`src/rtl/rbmc_pkg.sv`:
```
// Shared types and constants for the balance robot motor controller.
package rbmc_pkg;

	// multiplier operand of the serial MAC: one gain, taken two bits per cycle
	localparam int GAIN_W   = 16;
	localparam int DIGIT_W  = 2;
	localparam int N_DIGITS = GAIN_W / DIGIT_W;
	localparam int CNT_W    = $clog2(N_DIGITS);

	// speed state formats
	localparam int SPEED_W    = 26;
	localparam int INT_W      = 24;
	localparam int SPEED_FRAC = 8;

	// 0.86 / 0.14 low-pass weights in Q16
	localparam logic [GAIN_W-1:0] LPF_KEEP = 16'd56361;
	localparam logic [GAIN_W-1:0] LPF_TAKE = 16'd9175;
	localparam int LPF_SHIFT = 16;

	// configuration port
	localparam int CFG_IDX_W  = 3;
	localparam int CFG_DATA_W = 17;

	localparam logic [CFG_IDX_W-1:0] REG_UPRIGHT_ANGLE       = 3'd0;
	localparam logic [CFG_IDX_W-1:0] REG_TILT_GAIN           = 3'd1;
	localparam logic [CFG_IDX_W-1:0] REG_TILT_DAMPING        = 3'd2;
	localparam logic [CFG_IDX_W-1:0] REG_SPEED_GAIN          = 3'd3;
	localparam logic [CFG_IDX_W-1:0] REG_SPEED_INTEGRAL_GAIN = 3'd4;
	localparam logic [CFG_IDX_W-1:0] REG_YAW_DAMPING         = 3'd5;
	localparam logic [CFG_IDX_W-1:0] REG_DRIVE_LIMIT         = 3'd6;

	typedef struct packed {
		logic start;
		logic clear;
	} mac_ctrl_t;

	typedef struct packed {
		logic busy;
		logic done;
	} mac_stat_t;

endpackage

```
`src/rtl/rbmc_mac.sv`:
```
// Digit-serial multiply-accumulate: signed multiplicand times 16-bit unsigned gain.
module rbmc_mac #(
	parameter int ACC_W = 44
) (
	input  logic                                clk,
	input  logic                                arst_n,
	input  rbmc_pkg::mac_ctrl_t                 ctrl,
	input  logic signed [ACC_W-1:0]             mcand,
	input  logic [rbmc_pkg::GAIN_W-1:0]         mplier,
	output rbmc_pkg::mac_stat_t                 stat,
	output logic signed [ACC_W-1:0]             acc
);

	localparam logic [rbmc_pkg::CNT_W-1:0] LAST_DIGIT =
		rbmc_pkg::CNT_W'(rbmc_pkg::N_DIGITS - 1);

	logic signed [ACC_W-1:0]            m1_q;
	logic signed [ACC_W-1:0]            m3_q;
	logic signed [ACC_W-1:0]            acc_q;
	logic signed [ACC_W-1:0]            addend;
	logic [rbmc_pkg::GAIN_W-1:0]        mpl_q;
	logic [rbmc_pkg::CNT_W-1:0]         cnt_q;
	logic                               busy_q;
	logic                               done_q;

	// one two-bit digit of the gain per cycle, low digit first
	always_comb begin
		unique case (mpl_q[rbmc_pkg::DIGIT_W-1:0])
			2'd0: addend = '0;
			2'd1: addend = m1_q;
			2'd2: addend = m1_q <<< 1;
			2'd3: addend = m3_q;
			default: addend = '0;
		endcase
	end

	always_ff @(posedge clk or negedge arst_n) begin
		if (!arst_n) begin
			busy_q <= 1'b0;
			done_q <= 1'b0;
			cnt_q  <= '0;
		end else begin
			done_q <= 1'b0;
			if (ctrl.start) begin
				busy_q <= 1'b1;
				cnt_q  <= '0;
			end else if (busy_q) begin
				cnt_q <= cnt_q + rbmc_pkg::CNT_W'(1);
				if (cnt_q == LAST_DIGIT) begin
					busy_q <= 1'b0;
					done_q <= 1'b1;
				end
			end
		end
	end

	always_ff @(posedge clk) begin
		if (ctrl.start) begin
			m1_q  <= mcand;
			m3_q  <= mcand + (mcand <<< 1);
			mpl_q <= mplier;
			if (ctrl.clear) begin
				acc_q <= '0;
			end
		end else if (busy_q) begin
			acc_q <= acc_q + addend;
			m1_q  <= m1_q <<< rbmc_pkg::DIGIT_W;
			m3_q  <= m3_q <<< rbmc_pkg::DIGIT_W;
			mpl_q <= mpl_q >> rbmc_pkg::DIGIT_W;
		end
	end

	// {busy, done}
	assign stat = {busy_q, done_q};
	assign acc  = acc_q;

endmodule

```
`src/rtl/balance_robot_motor_controller.sv`:
```
// Balance robot motor controller top: PD balance, PI speed, yaw damping, drive clamp.
// One item at a time: a new input is taken only once the last result has entered the
// output register, which waits while the output is not taken; seven serial products
// on one MAC at two gain bits per cycle set the pace.
// Reset: registers load their defaults, filter and integral clear, output empties;
// the block is ready right after reset.
module balance_robot_motor_controller #(
	parameter int INTEGRAL_BOUND = 10000,
	parameter int FRACTION_BITS  = 8
) (
	input  logic                                  clk,
	input  logic                                  arst_n,
	// pitch_angle[16:0], raw_gyro_x[32:17], raw_gyro_z[48:33],
	// left_count[64:49], right_count[80:65], zero pad [87:81]
	input  logic [87:0]                           s_axis_tdata,
	input  logic                                  s_axis_tvalid,
	output logic                                  s_axis_tready,
	// left_magnitude[14:0], left_forward[15], right_magnitude[30:16], right_forward[31]
	output logic [31:0]                           m_axis_tdata,
	output logic                                  m_axis_tvalid,
	input  logic                                  m_axis_tready,
	input  logic                                  cfg_valid,
	output logic                                  cfg_ready,
	input  logic [rbmc_pkg::CFG_IDX_W-1:0]        cfg_index,
	input  logic [rbmc_pkg::CFG_DATA_W-1:0]       cfg_data
);

	localparam int ACC_W = (FRACTION_BITS + 34 > 44) ? FRACTION_BITS + 34 : 44;
	localparam int RES_W = 34;
	localparam int ISUM_W = rbmc_pkg::SPEED_W + 1;

	localparam logic signed [ACC_W-1:0] BIAS_BAL =
		ACC_W'((64'd1 << (2 * FRACTION_BITS)) - 64'd1);
	localparam logic signed [ACC_W-1:0] BIAS_SPD =
		ACC_W'((64'd1 << (FRACTION_BITS + rbmc_pkg::SPEED_FRAC)) - 64'd1);
	localparam logic signed [ACC_W-1:0] BIAS_TRN =
		ACC_W'((64'd1 << FRACTION_BITS) - 64'd1);
	localparam logic signed [ACC_W-1:0] LPF_HALF =
		ACC_W'(64'd1 << (rbmc_pkg::LPF_SHIFT - 1));

	localparam logic signed [ISUM_W-1:0] BOUND_W =
		ISUM_W'(INTEGRAL_BOUND * 256);
	localparam logic signed [rbmc_pkg::INT_W-1:0] BOUND_POS =
		rbmc_pkg::INT_W'(INTEGRAL_BOUND * 256);
	localparam logic signed [rbmc_pkg::INT_W-1:0] BOUND_NEG =
		rbmc_pkg::INT_W'(-(INTEGRAL_BOUND * 256));

	localparam logic [3:0] S_IDLE  = 4'd0;
	localparam logic [3:0] S_BAL_P = 4'd1;
	localparam logic [3:0] S_BAL_D = 4'd2;
	localparam logic [3:0] S_BAL_Q = 4'd3;
	localparam logic [3:0] S_LPF_A = 4'd4;
	localparam logic [3:0] S_LPF_B = 4'd5;
	localparam logic [3:0] S_LPF_Q = 4'd6;
	localparam logic [3:0] S_INT   = 4'd7;
	localparam logic [3:0] S_SPD_P = 4'd8;
	localparam logic [3:0] S_SPD_I = 4'd9;
	localparam logic [3:0] S_SPD_Q = 4'd10;
	localparam logic [3:0] S_TRN   = 4'd11;
	localparam logic [3:0] S_TRN_Q = 4'd12;
	localparam logic [3:0] S_SUM   = 4'd13;
	localparam logic [3:0] S_OUT   = 4'd14;

	// configuration registers
	logic signed [16:0]                 upright_angle_q;
	logic [rbmc_pkg::GAIN_W-1:0]        tilt_gain_q;
	logic [rbmc_pkg::GAIN_W-1:0]        tilt_damping_q;
	logic [rbmc_pkg::GAIN_W-1:0]        speed_gain_q;
	logic [rbmc_pkg::GAIN_W-1:0]        speed_integral_gain_q;
	logic [rbmc_pkg::GAIN_W-1:0]        yaw_damping_q;
	logic [14:0]                        drive_limit_q;

	// control and state
	logic [3:0]                         state_q;
	logic                               issued_q;
	logic                               out_valid_q;
	logic signed [rbmc_pkg::SPEED_W-1:0] smoothed_q;
	logic signed [rbmc_pkg::INT_W-1:0]  integral_q;

	// per-item payload
	logic signed [17:0]                 diff_q;
	logic signed [16:0]                 ngx_q;
	logic signed [15:0]                 gz_q;
	logic signed [16:0]                 sum_q;
	logic signed [RES_W-1:0]            bal_q;
	logic signed [RES_W-1:0]            spd_q;
	logic signed [RES_W-1:0]            trn_q;
	logic signed [RES_W-1:0]            left_q;
	logic signed [RES_W-1:0]            right_q;
	logic [31:0]                        out_data_q;

	// input unpack
	logic signed [16:0]                 in_pitch;
	logic signed [15:0]                 in_gx;
	logic signed [15:0]                 in_gz;
	logic signed [15:0]                 in_lc;
	logic signed [15:0]                 in_rc;

	// MAC hookup
	rbmc_pkg::mac_ctrl_t                mac_ctrl;
	rbmc_pkg::mac_stat_t                mac_stat;
	logic signed [ACC_W-1:0]            mcand;
	logic [rbmc_pkg::GAIN_W-1:0]        mplier;
	logic signed [ACC_W-1:0]            mac_acc;
	logic                               mac_step;
	logic [3:0]                         step_next;

	// rescaling of the accumulator
	logic signed [ACC_W-1:0]            bal_sum;
	logic signed [ACC_W-1:0]            bal_sh;
	logic signed [ACC_W-1:0]            spd_sum;
	logic signed [ACC_W-1:0]            spd_sh;
	logic signed [ACC_W-1:0]            trn_sum;
	logic signed [ACC_W-1:0]            trn_sh;
	logic signed [ACC_W-1:0]            lpf_sum;
	logic signed [ACC_W-1:0]            lpf_sh;
	logic signed [ISUM_W-1:0]           int_sum;
	logic signed [rbmc_pkg::INT_W-1:0]  int_next;

	logic                               accept;
	logic                               out_free;
	logic [15:0]                        left_code;
	logic [15:0]                        right_code;

	// {forward, magnitude} of a drive after clamping to +/-lim
	function automatic logic [15:0] drive_code(input logic signed [RES_W-1:0] v,
			input logic [14:0] lim);
		logic signed [RES_W-1:0] lim_s;
		logic signed [RES_W-1:0] neg_lim;
		logic [RES_W-1:0]        absv;
		logic [14:0]             mag;
		logic                    fwd;
		lim_s   = RES_W'(lim);
		neg_lim = -lim_s;
		absv    = v[RES_W-1] ? -v : v;
		if (v > lim_s || v < neg_lim) begin
			mag = lim;
		end else begin
			mag = absv[14:0];
		end
		// a zero limit clamps everything to zero, which is not forward
		fwd = (v > 0) && (lim != 15'd0);
		return {fwd, mag};
	endfunction

	assign in_pitch = $signed(s_axis_tdata[16:0]);
	assign in_gx    = $signed(s_axis_tdata[32:17]);
	assign in_gz    = $signed(s_axis_tdata[48:33]);
	assign in_lc    = $signed(s_axis_tdata[64:49]);
	assign in_rc    = $signed(s_axis_tdata[80:65]);

	assign s_axis_tready = (state_q == S_IDLE);
	assign accept        = s_axis_tvalid && s_axis_tready;
	assign cfg_ready     = 1'b1;
	assign out_free      = !out_valid_q || m_axis_tready;
	assign m_axis_tvalid = out_valid_q;
	assign m_axis_tdata  = out_data_q;

	// configuration writes
	always_ff @(posedge clk or negedge arst_n) begin
		if (!arst_n) begin
			upright_angle_q       <= '0;
			tilt_gain_q           <= 16'd5120;
			tilt_damping_q        <= 16'd346;
			speed_gain_q          <= 16'd2560;
			speed_integral_gain_q <= 16'd205;
			yaw_damping_q         <= 16'd154;
			drive_limit_q         <= 15'd6900;
		end else if (cfg_valid && cfg_ready) begin
			unique case (cfg_index)
				rbmc_pkg::REG_UPRIGHT_ANGLE:       upright_angle_q <= $signed(cfg_data[16:0]);
				rbmc_pkg::REG_TILT_GAIN:           tilt_gain_q <= cfg_data[15:0];
				rbmc_pkg::REG_TILT_DAMPING:        tilt_damping_q <= cfg_data[15:0];
				rbmc_pkg::REG_SPEED_GAIN:          speed_gain_q <= cfg_data[15:0];
				rbmc_pkg::REG_SPEED_INTEGRAL_GAIN: speed_integral_gain_q <= cfg_data[15:0];
				rbmc_pkg::REG_YAW_DAMPING:         yaw_damping_q <= cfg_data[15:0];
				rbmc_pkg::REG_DRIVE_LIMIT:         drive_limit_q <= cfg_data[14:0];
				default: ;
			endcase
		end
	end

	assign mac_step = (state_q == S_BAL_P) || (state_q == S_BAL_D) ||
		(state_q == S_LPF_A) || (state_q == S_LPF_B) || (state_q == S_SPD_P) ||
		(state_q == S_SPD_I) || (state_q == S_TRN);

	// operand selection for each product step
	always_comb begin
		mac_ctrl.start = mac_step && !issued_q;
		mac_ctrl.clear = 1'b0;
		mcand          = '0;
		mplier         = '0;
		step_next      = S_IDLE;
		unique case (state_q)
			S_BAL_P: begin
				mac_ctrl.clear = 1'b1;
				mcand          = ACC_W'(diff_q);
				mplier         = tilt_gain_q;
				step_next      = S_BAL_D;
			end
			S_BAL_D: begin
				// gyro term carries F extra fraction bits
				mcand     = ACC_W'(ngx_q) <<< FRACTION_BITS;
				mplier    = tilt_damping_q;
				step_next = S_BAL_Q;
			end
			S_LPF_A: begin
				mac_ctrl.clear = 1'b1;
				mcand          = ACC_W'(smoothed_q);
				mplier         = rbmc_pkg::LPF_KEEP;
				step_next      = S_LPF_B;
			end
			S_LPF_B: begin
				mcand     = ACC_W'(sum_q) <<< rbmc_pkg::SPEED_FRAC;
				mplier    = rbmc_pkg::LPF_TAKE;
				step_next = S_LPF_Q;
			end
			S_SPD_P: begin
				mac_ctrl.clear = 1'b1;
				mcand          = ACC_W'(smoothed_q);
				mplier         = speed_gain_q;
				step_next      = S_SPD_I;
			end
			S_SPD_I: begin
				mcand     = ACC_W'(integral_q);
				mplier    = speed_integral_gain_q;
				step_next = S_SPD_Q;
			end
			S_TRN: begin
				mac_ctrl.clear = 1'b1;
				mcand          = ACC_W'(gz_q);
				mplier         = yaw_damping_q;
				step_next      = S_TRN_Q;
			end
			default: ;
		endcase
	end

	rbmc_mac #(
		.ACC_W (ACC_W)
	) u_mac (
		.clk    (clk),
		.arst_n (arst_n),
		.ctrl   (mac_ctrl),
		.mcand  (mcand),
		.mplier (mplier),
		.stat   (mac_stat),
		.acc    (mac_acc)
	);

	// truncation toward zero: bias negative values before the arithmetic shift
	assign bal_sum = mac_acc + (mac_acc[ACC_W-1] ? BIAS_BAL : ACC_W'(0));
	assign bal_sh  = bal_sum >>> (2 * FRACTION_BITS);
	assign spd_sum = mac_acc + (mac_acc[ACC_W-1] ? BIAS_SPD : ACC_W'(0));
	assign spd_sh  = spd_sum >>> (FRACTION_BITS + rbmc_pkg::SPEED_FRAC);
	assign trn_sum = mac_acc + (mac_acc[ACC_W-1] ? BIAS_TRN : ACC_W'(0));
	assign trn_sh  = trn_sum >>> FRACTION_BITS;
	// round half away from zero
	assign lpf_sum = mac_acc + LPF_HALF - ACC_W'(mac_acc[ACC_W-1]);
	assign lpf_sh  = lpf_sum >>> rbmc_pkg::LPF_SHIFT;

	assign int_sum = ISUM_W'(integral_q) + ISUM_W'(smoothed_q);
	always_comb begin
		priority if (int_sum > BOUND_W) begin
			int_next = BOUND_POS;
		end else if (int_sum < -BOUND_W) begin
			int_next = BOUND_NEG;
		end else begin
			int_next = int_sum[rbmc_pkg::INT_W-1:0];
		end
	end

	assign left_code  = drive_code(left_q, drive_limit_q);
	assign right_code = drive_code(right_q, drive_limit_q);

	// sequencer, speed state and output register control
	always_ff @(posedge clk or negedge arst_n) begin
		if (!arst_n) begin
			state_q     <= S_IDLE;
			issued_q    <= 1'b0;
			out_valid_q <= 1'b0;
			smoothed_q  <= '0;
			integral_q  <= '0;
		end else begin
			if (state_q == S_OUT && out_free) begin
				out_valid_q <= 1'b1;
			end else if (m_axis_tready) begin
				out_valid_q <= 1'b0;
			end

			if (mac_step) begin
				if (!issued_q) begin
					issued_q <= 1'b1;
				end else if (mac_stat.done) begin
					issued_q <= 1'b0;
					state_q  <= step_next;
				end
			end else begin
				unique case (state_q)
					S_IDLE:  if (accept) state_q <= S_BAL_P;
					S_BAL_Q: state_q <= S_LPF_A;
					S_LPF_Q: begin
						smoothed_q <= lpf_sh[rbmc_pkg::SPEED_W-1:0];
						state_q    <= S_INT;
					end
					S_INT: begin
						integral_q <= int_next;
						state_q    <= S_SPD_P;
					end
					S_SPD_Q: state_q <= S_TRN;
					S_TRN_Q: state_q <= S_SUM;
					S_SUM:   state_q <= S_OUT;
					S_OUT:   if (out_free) state_q <= S_IDLE;
					default: state_q <= S_IDLE;
				endcase
			end
		end
	end

	// per-item datapath registers
	always_ff @(posedge clk) begin
		if (accept) begin
			diff_q <= 18'(in_pitch) - 18'(upright_angle_q);
			ngx_q  <= -17'(in_gx);
			gz_q   <= in_gz;
			sum_q  <= 17'(in_lc) + 17'(in_rc);
		end
		if (state_q == S_BAL_Q) begin
			bal_q <= bal_sh[RES_W-1:0];
		end
		if (state_q == S_SPD_Q) begin
			spd_q <= spd_sh[RES_W-1:0];
		end
		if (state_q == S_TRN_Q) begin
			trn_q <= trn_sh[RES_W-1:0];
		end
		if (state_q == S_SUM) begin
			// speed term enters negated
			left_q  <= bal_q - spd_q + trn_q;
			right_q <= bal_q - spd_q - trn_q;
		end
		if (state_q == S_OUT && out_free) begin
			out_data_q <= {right_code, left_code};
		end
	end

	a_integral_bounded: assert property (@(posedge clk) disable iff (!arst_n)
		(integral_q <= BOUND_POS) && (integral_q >= BOUND_NEG))
		else $error("speed integral outside its bound");

	a_done_only_when_issued: assert property (@(posedge clk) disable iff (!arst_n)
		mac_stat.done |-> (issued_q && mac_step))
		else $error("MAC finished with no product outstanding");

	a_idle_mac_quiet: assert property (@(posedge clk) disable iff (!arst_n)
		(state_q == S_IDLE) |-> (!mac_stat.busy && !issued_q))
		else $error("MAC active while sequencer idle");

	a_accept_starts: assert property (@(posedge clk) disable iff (!arst_n)
		accept |=> (state_q == S_BAL_P && !issued_q))
		else $error("accepted transaction did not start the balance product");

	a_out_hold: assert property (@(posedge clk) disable iff (!arst_n)
		(state_q == S_OUT && !out_free) |=> (state_q == S_OUT && $stable(out_data_q)))
		else $error("result overwrote a pending output transaction");

endmodule
```
`config.mk`:
```
export PLATFORM = sky130hd
export DESIGN_NAME = balance_robot_motor_controller
export DESIGN_NICKNAME = d
export VERILOG_FILES = /design/src/rtl/rbmc_pkg.sv /design/src/rtl/rbmc_mac.sv /design/src/rtl/balance_robot_motor_controller.sv
export SDC_FILE = /design/constraint.sdc
export NUM_CORES = 1
export LEC_CHECK = 0
export BUFFER_PORTS_ARGS = -buffer_cell sky130_fd_sc_hd__buf_2
export CAP_MARGIN = 20
export CORE_ASPECT_RATIO = 0.75
export CORE_MARGIN = 2
export CORE_UTILIZATION = 25
export CTS_CLUSTER_DIAMETER = 30
export DETAILED_ROUTE_END_ITERATION = 10
export GPL_ROUTABILITY_DRIVEN = 0
export SYNTH_ARGS = -nofsm -noshare
export SYNTH_HDL_FRONTEND = slang
export SYNTH_SLANG_ARGS = --single-unit
```
`constraint.sdc`:
```
create_clock -name clk -period 5.2 [get_ports clk]
set_input_delay 0.26 -clock clk [delete_from_list [all_inputs] [get_ports clk]]
set_output_delay 0.26 -clock clk [all_outputs]
set_load 0.05 [all_outputs]
```
Word-level counts from Yosys, hierarchy flattened
Index checks and enable logic that the tools add are counted.
{"block": "word_totals", "ff_bits": 579, "in_bits": 113, "out_inout_bits": 35, "word_cells": 159}
{"block": "op_classes", "add_sub_neg": 17, "n_lt_le_gt_ge": 8, "eq_ne": 29, "muxes": 40, "bitwise": 1, "reduce_logical": 35}
{"cell": "two-way mux 44 bit", "count": 7}
{"cell": "one-hot mux 44 bit (6 select lines)", "count": 1}
{"cell": "one-hot mux 44 bit (4 select lines)", "count": 1}
{"cell": "one-hot mux 16 bit (7 select lines)", "count": 1}
{"cell": "adder 44 bit", "count": 2}
{"cell": "> comparator 34 x 1 -> 1 bit, second input constant", "count": 2}
{"cell": "> comparator 34 x 16 -> 1 bit", "count": 2}
{"cell": "< comparator 34 bit", "count": 2}
{"cell": "two-way mux 15 bit", "count": 4}
{"cell": "two-way mux 16 bit", "count": 3}
{"cell": "two-way mux 24 bit", "count": 2}
{"cell": "adder 44 x 17 -> 44 bit", "count": 1}
{"cell": "adder 42 x 16 -> 42 bit, second input constant", "count": 1}
{"cell": "adder 42 x 9 -> 42 bit", "count": 1}
{"cell": "subtractor 42 x 1 -> 42 bit", "count": 1}
{"cell": "adder 29 x 34 -> 34 bit", "count": 1}
{"cell": "negator 15 -> 34 bit", "count": 1}
{"cell": "subtractor 29 x 34 -> 34 bit", "count": 1}
{"cell": "one-hot mux 4 bit (8 select lines)", "count": 1}
{"cell": "negator 15 bit", "count": 2}
{"cell": "subtractor 28 x 28 -> 29 bit", "count": 1}
{"cell": "== test 4 bit, second input constant", "count": 7}
{"cell": "one-hot mux 4 bit (7 select lines)", "count": 1}
{"cell": "adder 24 x 26 -> 27 bit", "count": 1}
{"cell": "other kinds (35)", "count": 83}

Logic depth before layout (Yosys ltp)
{"block": "depth", "depth_word": 10, "depth_mapped": 24, "mapped_depth_nobuf": 24}

Hierarchy
Synthesis repeated with hierarchy kept, for this count alone.
{"block": "unflattened", "cells_unflattened": 4098, "area_unflattened_um2": 41300.9}
{"module": "balance_robot_motor_controller", "instances": 1, "cells_each": 3010, "area_each_um2": 29913.7, "seq_area_each_um2": 11954.0}
{"module": "rbmc_mac", "instances": 1, "cells_each": 1088, "area_each_um2": 11387.2, "seq_area_each_um2": 4539.4}

Worst setup path before layout
OpenSTA, ideal clock, no wires.
{"block": "synth_path", "path_type": "reg-to-reg", "startpoint": "reg bal_q[7]", "endpoint": "reg left_q[33] (data pin)", "setup_time_ns": 0.269, "arrival_time_ns": 4.716, "t_required_ns": 4.931, "path_slack_ns": 0.215, "stages_incl_launch_ff": 22, "path_buffers": 1, "synth_period_minus_slack_ns": 4.985, "path_cell_list": "edfxtp_1 > ha_1 > and3_1 > and2_1 > o41a_1 > nor2_1 > nand2_1 > a21o_1 > a21oi_1 > xnor2_1 > ha_1 > clkbuf_1 > or3_1 > a211oi_1 > or3_1 > a31o_2 > nor2b_1 > a221o_1 > a311o_1 > a31oi_1 > o31ai_1 > xor2_1"}
{"block": "synth_via", "elab_chain_len": 2}
{"element": "from (decl)", "line": "balance_robot_motor_controller.sv:85", "rtl": "logic signed [RES_W-1:0] bal_q;"}
{"element": "from (signal assigned)", "line": "balance_robot_motor_controller.sv:329", "rtl": "bal_q <= bal_sh[RES_W-1:0];"}
{"element": "subtractor 28 x 28 -> 29 bit", "line": "balance_robot_motor_controller.sv:339", "rtl": "left_q <= bal_q - spd_q + trn_q;"}
{"element": "adder 29 x 34 -> 34 bit", "line": "balance_robot_motor_controller.sv:339"}
{"element": "to (signal assigned)", "line": "balance_robot_motor_controller.sv:339"}
{"element": "to (decl)", "line": "balance_robot_motor_controller.sv:88", "rtl": "logic signed [RES_W-1:0] left_q;"}
Every way passes these cells.
A chain may end at the register's enable or synchronous reset.

Worst setup path after layout
{"block": "layout_path", "startpoint": "reg bal_q[0]", "endpoint": "reg left_q[33] (data pin)"}
The elaborated chain is that of the path after synthesis.

==> results.cfg <==
[run_status]
violations = design-rule violations
outcome = finished with violations

[hold_path]
min_path_type = in2reg
min_to = diff_q[3]
hp-start = s_axis_tdata[3]
holdPathStages = 4

[floorplanning]
fp.dieW_um = 466
die-area_um2 = 164000
core_area_um2 = 160000
rows = 127
initial_core_util_pct = 25.1
die_h_um = 351
io_pins = 148

[synthesis]
async_flop_share_pct = 30.0
synth-seq-cells = 577
syn_inst = 3977
synth_top_cell_area_share_pct = 30.3
synth_cell_type_count = 90
synth-edff-count = 404
seq_area_frac_synth_pct = 41.2
syn-num-nets = 4506
yosys_warnings = 0
synth_area_per_cell_um2 = 10.1
synth_area_leaders = edfxtp_1 (30%), ha_1 (13%), dfrtp_1 (9.2%)
yosysTopAreaCell = edfxtp_1
syn_area_um2 = 40100
yosys_most_used_dff = edfxtp_1

[critical_path]
start_kind = register
cp_top_family = compound AO/OA/AOI/OAI gates
path_buf_inv = 1
cp_max_fo = 3
required_ns = 5.62
r2r_start = bal_q[0]
r2r_slack_ns = 0.17
slowest_stage = o41a_1
reg2reg_depth = 23
endpoint_kind = register
reg2reg_to = left_q[33]
path_cells = inv_1 > ha_2 > fa_2 > nand2b_4 > a21o_1 > a21oi_2 > o41a_1 > nor2_2 > nand2_1 > a21o_1 > a21oi_2 > xnor2_2 > ha_1 > or3_4 > a211oi_1 > or3_1 > a31o_4 > nor2b_1 > a221o_1 > a311o_1 > a31oi_4 > o31ai_2 > xor2_1
crit_arrival_ns = 5.46
worst_path_largest_cell_delay_ns = 0.45
path_class = reg2reg

[power]
power_leakage_uw = 0.0198
vdd_drop_max_mv = 0.276
powerDensity_nw_per_um2 = 562

[clock_network]
clk_pin_slew_worst_paths_ns = 0.05
htree_num_levels = 3
clock_latency_ns = 0.71
clk_path_buf_depth = 3
cts_tree = done
cts_sinks = 577
cts_made_buffers = 112
cts_root_buf = clkbuf_16

[flow_run]
maxCapViolCount = 0

[finish]
final_layout_size_suffix_gt1_share_pct = 15.4
multi_input_area_um2 = 22300
regArea_um2 = 16500
nets = 4752
fillCellCount = 16400
antenna_cells = 0
area_delta_synth_final_pct = 20.2

[sta]
setup_viol = 0
fin_skew_ns = 0.0365
slew_headroom_pct = 27.2
slew_violations = 0
fin_crit_ns = 5.03
hold_viol = 0
tightest_slew_ns = 1.09
period_share_pct = 96.8
tns_ns = 0
fmax_mhz = 199
hold_ws_ns = 0.0595

[routing]
via_per_inst = 4.85
drt-total-wl_mm = 107
vias = 31300
drt_first_pass_iters = 11
drcViolationCount = 1
first_iter_violations = 2670
ant_nets = 0
wire_per_inst_um = 16.6

[place]
port-buffer-count = 139
hpwl_mm = 81.9

[global_routing]
grt_pass1_vias = 30100
grt_antenna_before_repair = 0
overflow = 0
grt_use_total_pct = 12.8
grt_pass1_wl_mm = 170
grt_max_degree = 168
-- flip-flops by register name, indices dropped and copies added, names as in the netlist, 17 cells and up --
register         count
u_mac.acc           44
diff_q              18
u_mac.m1_q          44
trn_q               34
bal_q               28
spd_q               28
left_q              34
smoothed_q          26
upright_angle_q     17
ngx_q               17
integral_q          24
m_axis_tdata        32
right_q             33
sum_q               17
u_mac.m3_q          43
-- what timing repair did --
action / CTS / global route
hold buffers: 60 / 0
setup endpoints to repair: 0 / 31
gates resized for setup: 0 / 31
hold endpoints to repair: 288 / 0
buffers inserted: 0 / 3
-- final cells by class --
cell class | count | area share [%]
Tap cell | 2128 | 5.53
Clock inverter | 87 | 1.82
Sequential cell | 577 | 34.3
Inverter | 267 | 2.08
Timing Repair Buffer | 271 | 3.91
Clock buffer | 126 | 6.12
Multi-Input combinational cell | 2994 | 46.3
-- worst max-delay path by stage --
stage | depth (start not counted) | end | slack [ns] | start
2_1_floorplan | 21 | left_q[33] | 0.22 | bal_q[7]
3_3_place_gp | 21 | left_q[33] | 0.12 | bal_q[4]
3_5_place_dp | 21 | left_q[33] | 0.13 | bal_q[4]
4_1_cts | 21 | left_q[33] | 0.12 | bal_q[4]
6_report | 23 | left_q[33] | 0.17 | bal_q[0]
5_1_grt | 23 | left_q[33] | -0.008 | bal_q[0]
-- synth_stat cells, drive strengths merged (102+ instances only) --
master	n
ha	408
a21o	105
a21oi	225
xor2	102
nand2	315
edfxtp	404
clkbuf	125
inv	266
xnor2	207
mux2	141
o21ai	221
dfrtp	147
nor2	269
-- cells in the final DEF, fill, tap and decap left out, drive strengths merged, types with 17 or more instances in the layout --
master,instances
clkinv,43
a21o,105
ha,408
nand2b,50
or3,29
o21bai,37
dfstp,26
nand3,79
o21ai,221
and3,31
nand2,315
nor4,37
nor2b,56
inv,290
a31oi,52
and2,29
nor3,69
a21oi,225
o21a,62
o211ai,22
a211oi,36
edfxtp,404
mux2,141
nor2,269
mux2i,36
a221oi,17
o31ai,21
xnor2,207
xor2,102
a22o,52
dlygate4sd3,60
buf,211
a222oi,25
nand4,39
dfrtp,147
clkbuf,126
a22oi,25
-- worst register-to-register path, cell delays in order, from the launching register on --
cell	delay [ns]
edfxtp_1	0.37
inv_1	0.07
ha_2	0.19
fa_2	0.22
nand2b_4	0.13
a21o_1	0.15
a21oi_2	0.07
o41a_1	0.45
nor2_2	0.12
nand2_1	0.09
a21o_1	0.20
a21oi_2	0.17
xnor2_2	0.11
ha_1	0.33
or3_4	0.14
a211oi_1	0.04
or3_1	0.36
a31o_4	0.24
nor2b_1	0.15
a221o_1	0.33
a311o_1	0.38
a31oi_4	0.22
o31ai_2	0.08
xor2_1	0.16
-- power breakdown --
part | total (uW) | switching (uW) | leakage (uW) | internal, uW
clock | 7150 | 2640 | 0.00184 | 4510
sequential | 7470 | 916 | 0.00575 | 6550
combinational | 12500 | 7390 | 0.0122 | 5070
total | 27100 | 10900 | 0.0198 | 16100
-- layer usage --
metal,up-vias,wire (um),track usage (%)
met4,0,2270,2.93
met1,15100,55000,19.7
met2,825,43800,18.5
met5,-,0,0
li1,15200,-,-
met3,159,5930,2.15
-- stage by stage --
step	utilization [%]	setup WS (ns)	area (um^2)	instances	power, uW
final	30.2	0.166	48200	6450	27100
after global routing	30.2	-0.00759	48200	6450	29000
after CTS	30.1	0.120	48000	6447	27000
after floorplan	-	0.215	40100	3977	15300
after global placement	27.3	0.123	43500	6174	19400
after detailed placement	27.3	0.125	43500	6174	19700
-- logic make-up (layout without fill, tap and decap cells) --
group,after synthesis,count (layout),synth area share [%]
other cells,1,1,0.00936
buf+inv,406,751,3.87
flops,577,577,41.2
fa+ha+maj,416,416,13.1
compound gates,1029,1029,17.5
simple gates,1062,1062,12.7
xor+xnor,309,309,6.75
mux,177,177,4.87
Note: power is estimated with default switching activity, not from simulation.
